$ cat src/rtl/lcdmlt_pkg.sv
package lcdmlt_pkg;

  localparam int unsigned CYCLES_PER_LINE = 456;
  localparam int unsigned OAM_CYCLES      = 80;
  localparam int unsigned TRANSFER_CYCLES = 172;
  localparam int unsigned VISIBLE_LINES   = 144;
  localparam int unsigned LAST_LINE       = 153;

  localparam int unsigned CNT_W  = 10;
  localparam int unsigned LINE_W = 8;
  localparam int unsigned CFG_W  = 8;
  localparam int unsigned IDX_W  = 3;

  typedef enum logic [1:0] {
    MODE_HBLANK = 2'd0,
    MODE_VBLANK = 2'd1,
    MODE_OAM    = 2'd2,
    MODE_XFER   = 2'd3
  } lcd_mode_e;

  typedef enum logic [IDX_W-1:0] {
    CFG_LCD_ENABLE     = 3'd0,
    CFG_HBLANK_IRQ_EN  = 3'd1,
    CFG_VBLANK_IRQ_EN  = 3'd2,
    CFG_OAM_IRQ_EN     = 3'd3,
    CFG_COMPARE_IRQ_EN = 3'd4,
    CFG_COMPARE_LINE   = 3'd5
  } cfg_idx_e;

  typedef struct packed {
    logic [LINE_W-1:0] current_line;
    lcd_mode_e         lcd_mode;
    logic              coincidence;
    logic              status_irq;
    logic              vblank_irq;
    logic              draw_line;
    logic [LINE_W-1:0] drawn_line;
  } result_t;

endpackage

$ cat src/rtl/lcd_mode_line_timer_core.sv
// LCD mode and line timer.
// Input channel (in_valid_i / in_stall_o): one transfer per CPU step, giving
// the cycles spent since the previous step. Output channel (out_valid_o /
// out_stall_i): one transfer per input transfer, carrying the line after the
// step, the mode judged at the start of the step, the coincidence flag, the
// status and vblank interrupt requests and the line-draw event.
// The line counter, countdown and mode update in the accepting cycle and the
// result is registered. Throughput is one item per cycle while in_stall_o is
// low; the countdown subtract and threshold compares form the only path.
// A result register plus a skid register decouple the sides, so input is
// taken while a result waits; in_stall_o rises only when both are full.
// The user writes the configuration port (cfg_we_i, cfg_idx_i, cfg_data_i)
// only while idle (unenforced). Indexes past the compare line are ignored.
// Reset: display on, all interrupt enables off, compare line 0, countdown at
// a full line, line 0, mode 0, both output registers empty.
// With the display off each step reports line 0, mode 1 and no events.
module lcd_mode_line_timer_core #(
  parameter int unsigned CyclesPerLine  = lcdmlt_pkg::CYCLES_PER_LINE,
  parameter int unsigned OamCycles      = lcdmlt_pkg::OAM_CYCLES,
  parameter int unsigned TransferCycles = lcdmlt_pkg::TRANSFER_CYCLES,
  parameter int unsigned VisibleLines   = lcdmlt_pkg::VISIBLE_LINES,
  parameter int unsigned LastLine       = lcdmlt_pkg::LAST_LINE
) (
  input  logic                           clk_i,
  input  logic                           rst_ni,
  input  logic                           cfg_we_i,
  input  logic [lcdmlt_pkg::IDX_W-1:0]   cfg_idx_i,
  input  logic [lcdmlt_pkg::CFG_W-1:0]   cfg_data_i,
  input  logic                           in_valid_i,
  output logic                           in_stall_o,
  input  logic [7:0]                     elapsed_cycles_i,
  output logic                           out_valid_o,
  input  logic                           out_stall_i,
  output logic [7:0]                     current_line_o,
  output logic [1:0]                     lcd_mode_o,
  output logic                           coincidence_o,
  output logic                           status_irq_o,
  output logic                           vblank_irq_o,
  output logic                           draw_line_o,
  output logic [7:0]                     drawn_line_o
);

  localparam int unsigned CntW  = lcdmlt_pkg::CNT_W;
  localparam int unsigned LineW = lcdmlt_pkg::LINE_W;
  localparam int unsigned DiffW = CntW + 2;

  localparam logic [CntW-1:0]         CntReload = CntW'(CyclesPerLine);
  localparam logic signed [DiffW-1:0] OamThr    =
      DiffW'(int'(CyclesPerLine) - int'(OamCycles));
  localparam logic signed [DiffW-1:0] XferThr   =
      DiffW'(int'(CyclesPerLine) - int'(OamCycles) - int'(TransferCycles));
  localparam logic [LineW-1:0]        VisLine   = LineW'(VisibleLines);
  localparam logic [LineW-1:0]        EndLine   = LineW'(LastLine);

  // configuration
  logic              lcd_en_q, hbl_ie_q, vbl_ie_q, oam_ie_q, cmp_ie_q;
  logic [LineW-1:0]  cmp_line_q;

  always_ff @(posedge clk_i or negedge rst_ni) begin
    if (!rst_ni) begin
      lcd_en_q   <= 1'b1;
      hbl_ie_q   <= 1'b0;
      vbl_ie_q   <= 1'b0;
      oam_ie_q   <= 1'b0;
      cmp_ie_q   <= 1'b0;
      cmp_line_q <= '0;
    end else if (cfg_we_i) begin
      case (cfg_idx_i)
        lcdmlt_pkg::CFG_LCD_ENABLE:     lcd_en_q   <= cfg_data_i[0];
        lcdmlt_pkg::CFG_HBLANK_IRQ_EN:  hbl_ie_q   <= cfg_data_i[0];
        lcdmlt_pkg::CFG_VBLANK_IRQ_EN:  vbl_ie_q   <= cfg_data_i[0];
        lcdmlt_pkg::CFG_OAM_IRQ_EN:     oam_ie_q   <= cfg_data_i[0];
        lcdmlt_pkg::CFG_COMPARE_IRQ_EN: cmp_ie_q   <= cfg_data_i[0];
        lcdmlt_pkg::CFG_COMPARE_LINE:   cmp_line_q <= cfg_data_i[LineW-1:0];
        default: ;
      endcase
    end
  end

  // timer state
  logic [CntW-1:0]       cnt_q, cnt_d;
  logic [LineW-1:0]      line_q, line_d;
  lcdmlt_pkg::lcd_mode_e mode_q, mode_d;

  logic                    in_fire;
  logic signed [DiffW-1:0] cnt_s, diff;
  logic                    expired, mode_irq;
  lcdmlt_pkg::lcd_mode_e   mode_new;
  lcdmlt_pkg::result_t     res;

  assign in_fire = in_valid_i && !in_stall_o;
  assign cnt_s   = $signed({2'b00, cnt_q});
  assign diff    = cnt_s - $signed({{(DiffW-8){1'b0}}, elapsed_cycles_i});
  assign expired = diff[DiffW-1] || (diff == '0);

  always_comb begin
    if (line_q >= VisLine) begin
      mode_new = lcdmlt_pkg::MODE_VBLANK;
      mode_irq = vbl_ie_q;
    end else if (cnt_s >= OamThr) begin
      mode_new = lcdmlt_pkg::MODE_OAM;
      mode_irq = oam_ie_q;
    end else if (cnt_s >= XferThr) begin
      mode_new = lcdmlt_pkg::MODE_XFER;
      mode_irq = 1'b0;
    end else begin
      mode_new = lcdmlt_pkg::MODE_HBLANK;
      mode_irq = hbl_ie_q;
    end
  end

  always_comb begin
    cnt_d  = cnt_q;
    line_d = line_q;
    mode_d = mode_q;
    res    = '0;
    if (!lcd_en_q) begin
      cnt_d        = CntReload;
      line_d       = '0;
      mode_d       = lcdmlt_pkg::MODE_VBLANK;
      res.lcd_mode = lcdmlt_pkg::MODE_VBLANK;
    end else begin
      mode_d          = mode_new;
      res.lcd_mode    = mode_new;
      res.coincidence = (line_q == cmp_line_q);
      res.status_irq  = (mode_irq && (mode_new != mode_q)) ||
                        (res.coincidence && cmp_ie_q);
      if (expired) begin
        cnt_d          = CntReload;
        res.draw_line  = (line_q < VisLine);
        res.drawn_line = (line_q < VisLine) ? line_q : '0;
        res.vblank_irq = (line_q == VisLine);
        line_d         = (line_q >= EndLine) ? '0 : line_q + 1'b1;
      end else begin
        cnt_d = diff[CntW-1:0];
      end
      res.current_line = line_d;
    end
  end

  always_ff @(posedge clk_i or negedge rst_ni) begin
    if (!rst_ni) begin
      cnt_q  <= CntReload;
      line_q <= '0;
      mode_q <= lcdmlt_pkg::MODE_HBLANK;
    end else if (in_fire) begin
      cnt_q  <= cnt_d;
      line_q <= line_d;
      mode_q <= mode_d;
    end
  end

  // result register and skid stage
  logic                out_vld_q, skid_vld_q;
  lcdmlt_pkg::result_t out_q, skid_q;

  assign in_stall_o = skid_vld_q;

  always_ff @(posedge clk_i or negedge rst_ni) begin
    if (!rst_ni) begin
      out_vld_q  <= 1'b0;
      skid_vld_q <= 1'b0;
    end else if (!out_vld_q || !out_stall_i) begin
      out_vld_q  <= skid_vld_q || in_fire;
      skid_vld_q <= 1'b0;
    end else if (in_fire) begin
      skid_vld_q <= 1'b1;
    end
  end

  always_ff @(posedge clk_i) begin
    if (!out_vld_q || !out_stall_i) begin
      out_q <= skid_vld_q ? skid_q : res;
    end else if (in_fire) begin
      skid_q <= res;
    end
  end

  assign out_valid_o    = out_vld_q;
  assign current_line_o = out_q.current_line;
  assign lcd_mode_o     = out_q.lcd_mode;
  assign coincidence_o  = out_q.coincidence;
  assign status_irq_o   = out_q.status_irq;
  assign vblank_irq_o   = out_q.vblank_irq;
  assign draw_line_o    = out_q.draw_line;
  assign drawn_line_o   = out_q.drawn_line;

endmodule

$ cat config.mk
export PLATFORM = sky130hd
export DESIGN_NAME = lcd_mode_line_timer_core
export DESIGN_NICKNAME = d
export VERILOG_FILES = /design/src/rtl/lcdmlt_pkg.sv /design/src/rtl/lcd_mode_line_timer_core.sv
export SDC_FILE = /design/constraint.sdc
export NUM_CORES = 1
export LEC_CHECK = 0
export ABC_AREA = 1
export BUFFER_PORTS_ARGS = -buffer_cell sky130_fd_sc_hd__buf_2
export CAP_MARGIN = 20
export CORE_MARGIN = 5
export CORE_UTILIZATION = 30
export DETAILED_ROUTE_END_ITERATION = 10
export GPL_TIMING_DRIVEN = 0
export PLACE_DENSITY = 0.58
export SLEW_MARGIN = 20
export SYNTH_ARGS = -nofsm -noshare
export SYNTH_HDL_FRONTEND = slang
export SYNTH_SLANG_ARGS = --single-unit
$ cat constraint.sdc
create_clock -name clk_i -period 5.4 [get_ports clk_i]
set_input_delay 0.54 -clock clk_i [delete_from_list [all_inputs] [get_ports clk_i]]
set_output_delay 0.54 -clock clk_i [all_outputs]
set_load 0.02 [all_outputs]
==> results.rst <==
.. list-table::
   :header-rows: 1

   * - Metric
     - Value
   * - Pwr dens
     - 508 nW/um2
   * - # setup viols final
     - 0
   * - Layout Utilization
     - 0.364
   * - Time the final worst path needs with I/O delays and setup
     - 2.68 ns
   * - Total of buffers placed on input and output ports
     - 47
   * - Number of design-rule violations left by the first detailed-router iteration
     - 174
   * - Overflow left after global routing
     - 0
   * - Maximum vdd ir drop
     - 183 uV
   * - Share of the synthesized area in the top cell type
     - 0.308
   * - Count of boundary I/O pins
     - 48
   * - Area of the die
     - 16800 um2
   * - Final worst clock skew
     - 0.00940 ns
   * - Post-synthesis cell type with the largest combined area
     - edfxtp_1
   * - Proportion of power drawn by combinational gates
     - 0.394
   * - Nets in the synthesized netlist
     - 536
   * - Half-perimeter wire length after detailed placement
     - 7.39 mm
   * - Total detailed-routing wirelength
     - 9.59 mm
   * - Highest achievable clock rate
     - 0.373 GHz
   * - Slew @ Worst Pin
     - 1.01 ns
   * - CP max FO
     - 10
   * - Max Cap Violations
     - 0
   * - Netlist area before placement
     - 4300 um2
   * - Rel. slew slack
     - 0.325
   * - Layout fillers
     - 1482
   * - Via count of the routed design
     - 3431
   * - PnR Total Power
     - 2.58 mW
   * - Post-route insts no fill
     - 743
   * - Proportion of register bits with asynchronous set or reset after synthesis
     - 0.443
   * - Diode insertion count for antenna repair
     - 0
   * - Routed Antenna Nets
     - 0
   * - Die height
     - 130 um
   * - Fin nets
     - 595
   * - Element type at the critical path start
     - flop
   * - Average footprint of a synthesized cell
     - 8.61 um2
   * - Global router's overall resource usage
     - 0.120
   * - TritonCTS clock tree
     - done
   * - Routability congestion estimate
     - 0.882
   * - Start-to-end type of the worst setup path
     - flop to flop
   * - Main flop type after synthesis
     - edfxtp_1
   * - Core region area
     - 14000 um2
   * - Unique cell type count in the Yosys netlist
     - 34
   * - Commonest non-fill, non-tap cells in the layout
     - 147 x nand2_1, 61 x inv_1, 48 x buf_2, 44 x edfxtp_1, 40 x nand3_1
   * - Gates resized, CTS repair
     - 0
   * - Synthesis-to-layout area growth
     - 18.5%
   * - Total count of hold-check failures in the final report
     - 0
   * - Unrepaired setup endpoints after global routing
     - false
   * - Power spent charging and discharging nets
     - 1.01 mW
   * - TritonCTS sink count
     - 79
   * - Deepest level of the CTS H-tree
     - 3
   * - Post-detailed-route via-to-cell ratio
     - 4.62
   * - Number of standard-cell rows in the floorplan
     - 43
   * - Total negative slack
     - 0 ns
   * - First-pass iteration count of the detailed router
     - 5
   * - Sequential fraction of the synthesis area
     - 0.513
   * - Wire length of the first global-routing pass
     - 16.0 mm
   * - Internal power contribution
     - 1.57 mW
   * - Outcome
     - finished, final reports clean
   * - Starting density of the core
     - 0.307
   * - CTS clk-pin slew, worst paths
     - 0.06 ns
   * - Net switching fraction of the power
     - 0.391
   * - Vias in the first global route
     - 3323
   * - Share of cells above drive strength 1
     - 0.187
   * - Post-route DRC violation count
     - 0
   * - Worst hold path class
     - input port to asynchronous set/reset pin
   * - Hold slack final
     - 0.292 ns
   * - Fin crit share
     - 0.496
   * - Horizontal die dimension
     - 130 um
   * - Clock root cell
     - clkbuf_16
   * - Synthesized netlist cell count
     - 499
   * - Arrival time of data at the critical path endpoint
     - 2.77 ns
   * - Skew-Pair Late Insertion Delay
     - 0.34 ns
   * - Critical path data required time
     - 5.49 ns
   * - # placed instances
     - 727
   * - Fraction of power consumed by the clock network
     - 0.251
   * - EDFF count, synth
     - 44
   * - Pleak
     - 2.37 nW
   * - Most common library cell in the layout ignoring fill and taps
     - nand2_1
   * - Sequential Power Share
     - 0.355
   * - Post-CTS repair timing setup buffer count
     - 0
   * - TritonCTS buffer count
     - 9
   * - Top cells by area in the synthesized netlist
     - edfxtp_1 31%, dfrtp_1 17%, nand2_1 13%
   * - Final Slew Violations
     - 0
   * - Initial antenna violation count
     - 0
   * - Type of destination of the critical path
     - flop
   * - Number of synthesized register bits
     - 79
   * - Clock tree buffer depth
     - 2
   * - Pin count of the biggest net entering global routing
     - 36
   * - Number of synthesis warnings
     - 0
   * - Routed wire per std cell
     - 12.9 um
   * - Hold bufs inserted after CTS
     - 0
final cells by class:
cell class,instances,area (um2),area share
plain buffers,15,81.3,0.0160
clock buffers,9,225,0.0442
clock inverters,7,95.1,0.0187
inverters,63,236,0.0464
multi-input cells,342,1780,0.349
flip-flops and latches,79,2200,0.433
well taps,180,225,0.0442
repair buffers,48,246,0.0484
power by group through the flow:
stage	combinational (mW)	clock (mW)	sequential [mW]
final	1.02	0.648	0.918
after global routing	1.15	0.692	0.938
after CTS	1.02	0.660	0.920
after detailed placement	1.02	0	0.931
after global placement	0.991	0	0.927
after floorplan	0.737	0	0.949
registers in the layout, indices dropped and copies added (netlist names), 2 cells and up:
name	count
skid_q	22
lcd_mode_o	2
line_q	8
cnt_q	10
current_line_o	8
drawn_line_o	8
cmp_line_q	8
mode_q	2
per-stage QoR:
stage | setup slack, ns | instance area, um2
5_1_grt | 2.50 | 5090
6_report | 2.72 | 5090
3_5_place_dp | 2.45 | 4770
3_3_place_gp | 2.13 | 4760
4_1_cts | 2.72 | 5090
2_1_floorplan | 2.86 | 4300
kinds of logic (layout without fill, tap and decap cells):
kind of cell / after synthesis / after routing / share of synthesized area
adders and majority gates: 13 / 13 / 0.0396
buffers and inverters: 78 / 142 / 0.0740
AOI/OAI and AO/OA: 44 / 44 / 0.0562
DFF: 79 / 79 / 0.513
xor gates and xnor gates: 8 / 8 / 0.0163
and+or+nand+nor: 270 / 270 / 0.283
muxes: 7 / 7 / 0.0183
worst max-delay path, stage by stage, from the launching register on:
cell,delay [ns]
dfrtp_1,0.34
inv_1,0.04
ha_1,0.20
fa_1,0.39
inv_1,0.10
nand2_1,0.06
nand2_1,0.10
nand3_1,0.11
nand2_1,0.07
nand2_1,0.05
nand2_1,0.09
nand2_1,0.09
nor2_4,0.10
nand3_4,0.14
nand2_4,0.15
buf_12,0.16
nand2_2,0.07
nand4_1,0.09
nand2_1,0.07
layer usage:
metal | track usage | routed length (um)
met5 | 0 | 0
met4 | 0.0501 | 144
met3 | 0.0276 | 686
met2 | 0.187 | 4310
met1 | 0.160 | 4450
path summary, 6_finish.rpt:
check | from | to | slack [ns] | cells after the start
min in group clk_i | in_valid_i | out_valid_o$_DFFE_PN0N_ | 0.43 | 3
worst min register to register | oam_ie_q$_DFFE_PN0P_ | oam_ie_q$_DFFE_PN0P_ | 0.50 | 2
worst max register to register | cnt_q[0]$_DFFE_PN0P_ | current_line_o[1]$_DFFE_PN_ | 2.72 | 18
worst min-delay path | rst_ni | line_q[0]$_DFFE_PN0P_ | 0.29 | 1
worst max-delay path | cnt_q[0]$_DFFE_PN0P_ | current_line_o[1]$_DFFE_PN_ | 2.72 | 18
max in group asynchronous | rst_ni | mode_q[0]$_DFFE_PN0P_ | 4.61 | 1
cell usage after synthesis (all sizes together), types with 5 or more instances:
cell and n:
xnor2 8, nand3 41, ha 12, a21oi 12, a31oi 5, inv 63, edfxtp 44, dfstp 5
nor2 43, mux2 7, dfrtp 30, nand4 20, clkbuf 11, nand2 157, nor3 6, o21ai 23
No activity file was read; power rests on OpenSTA's default activity.
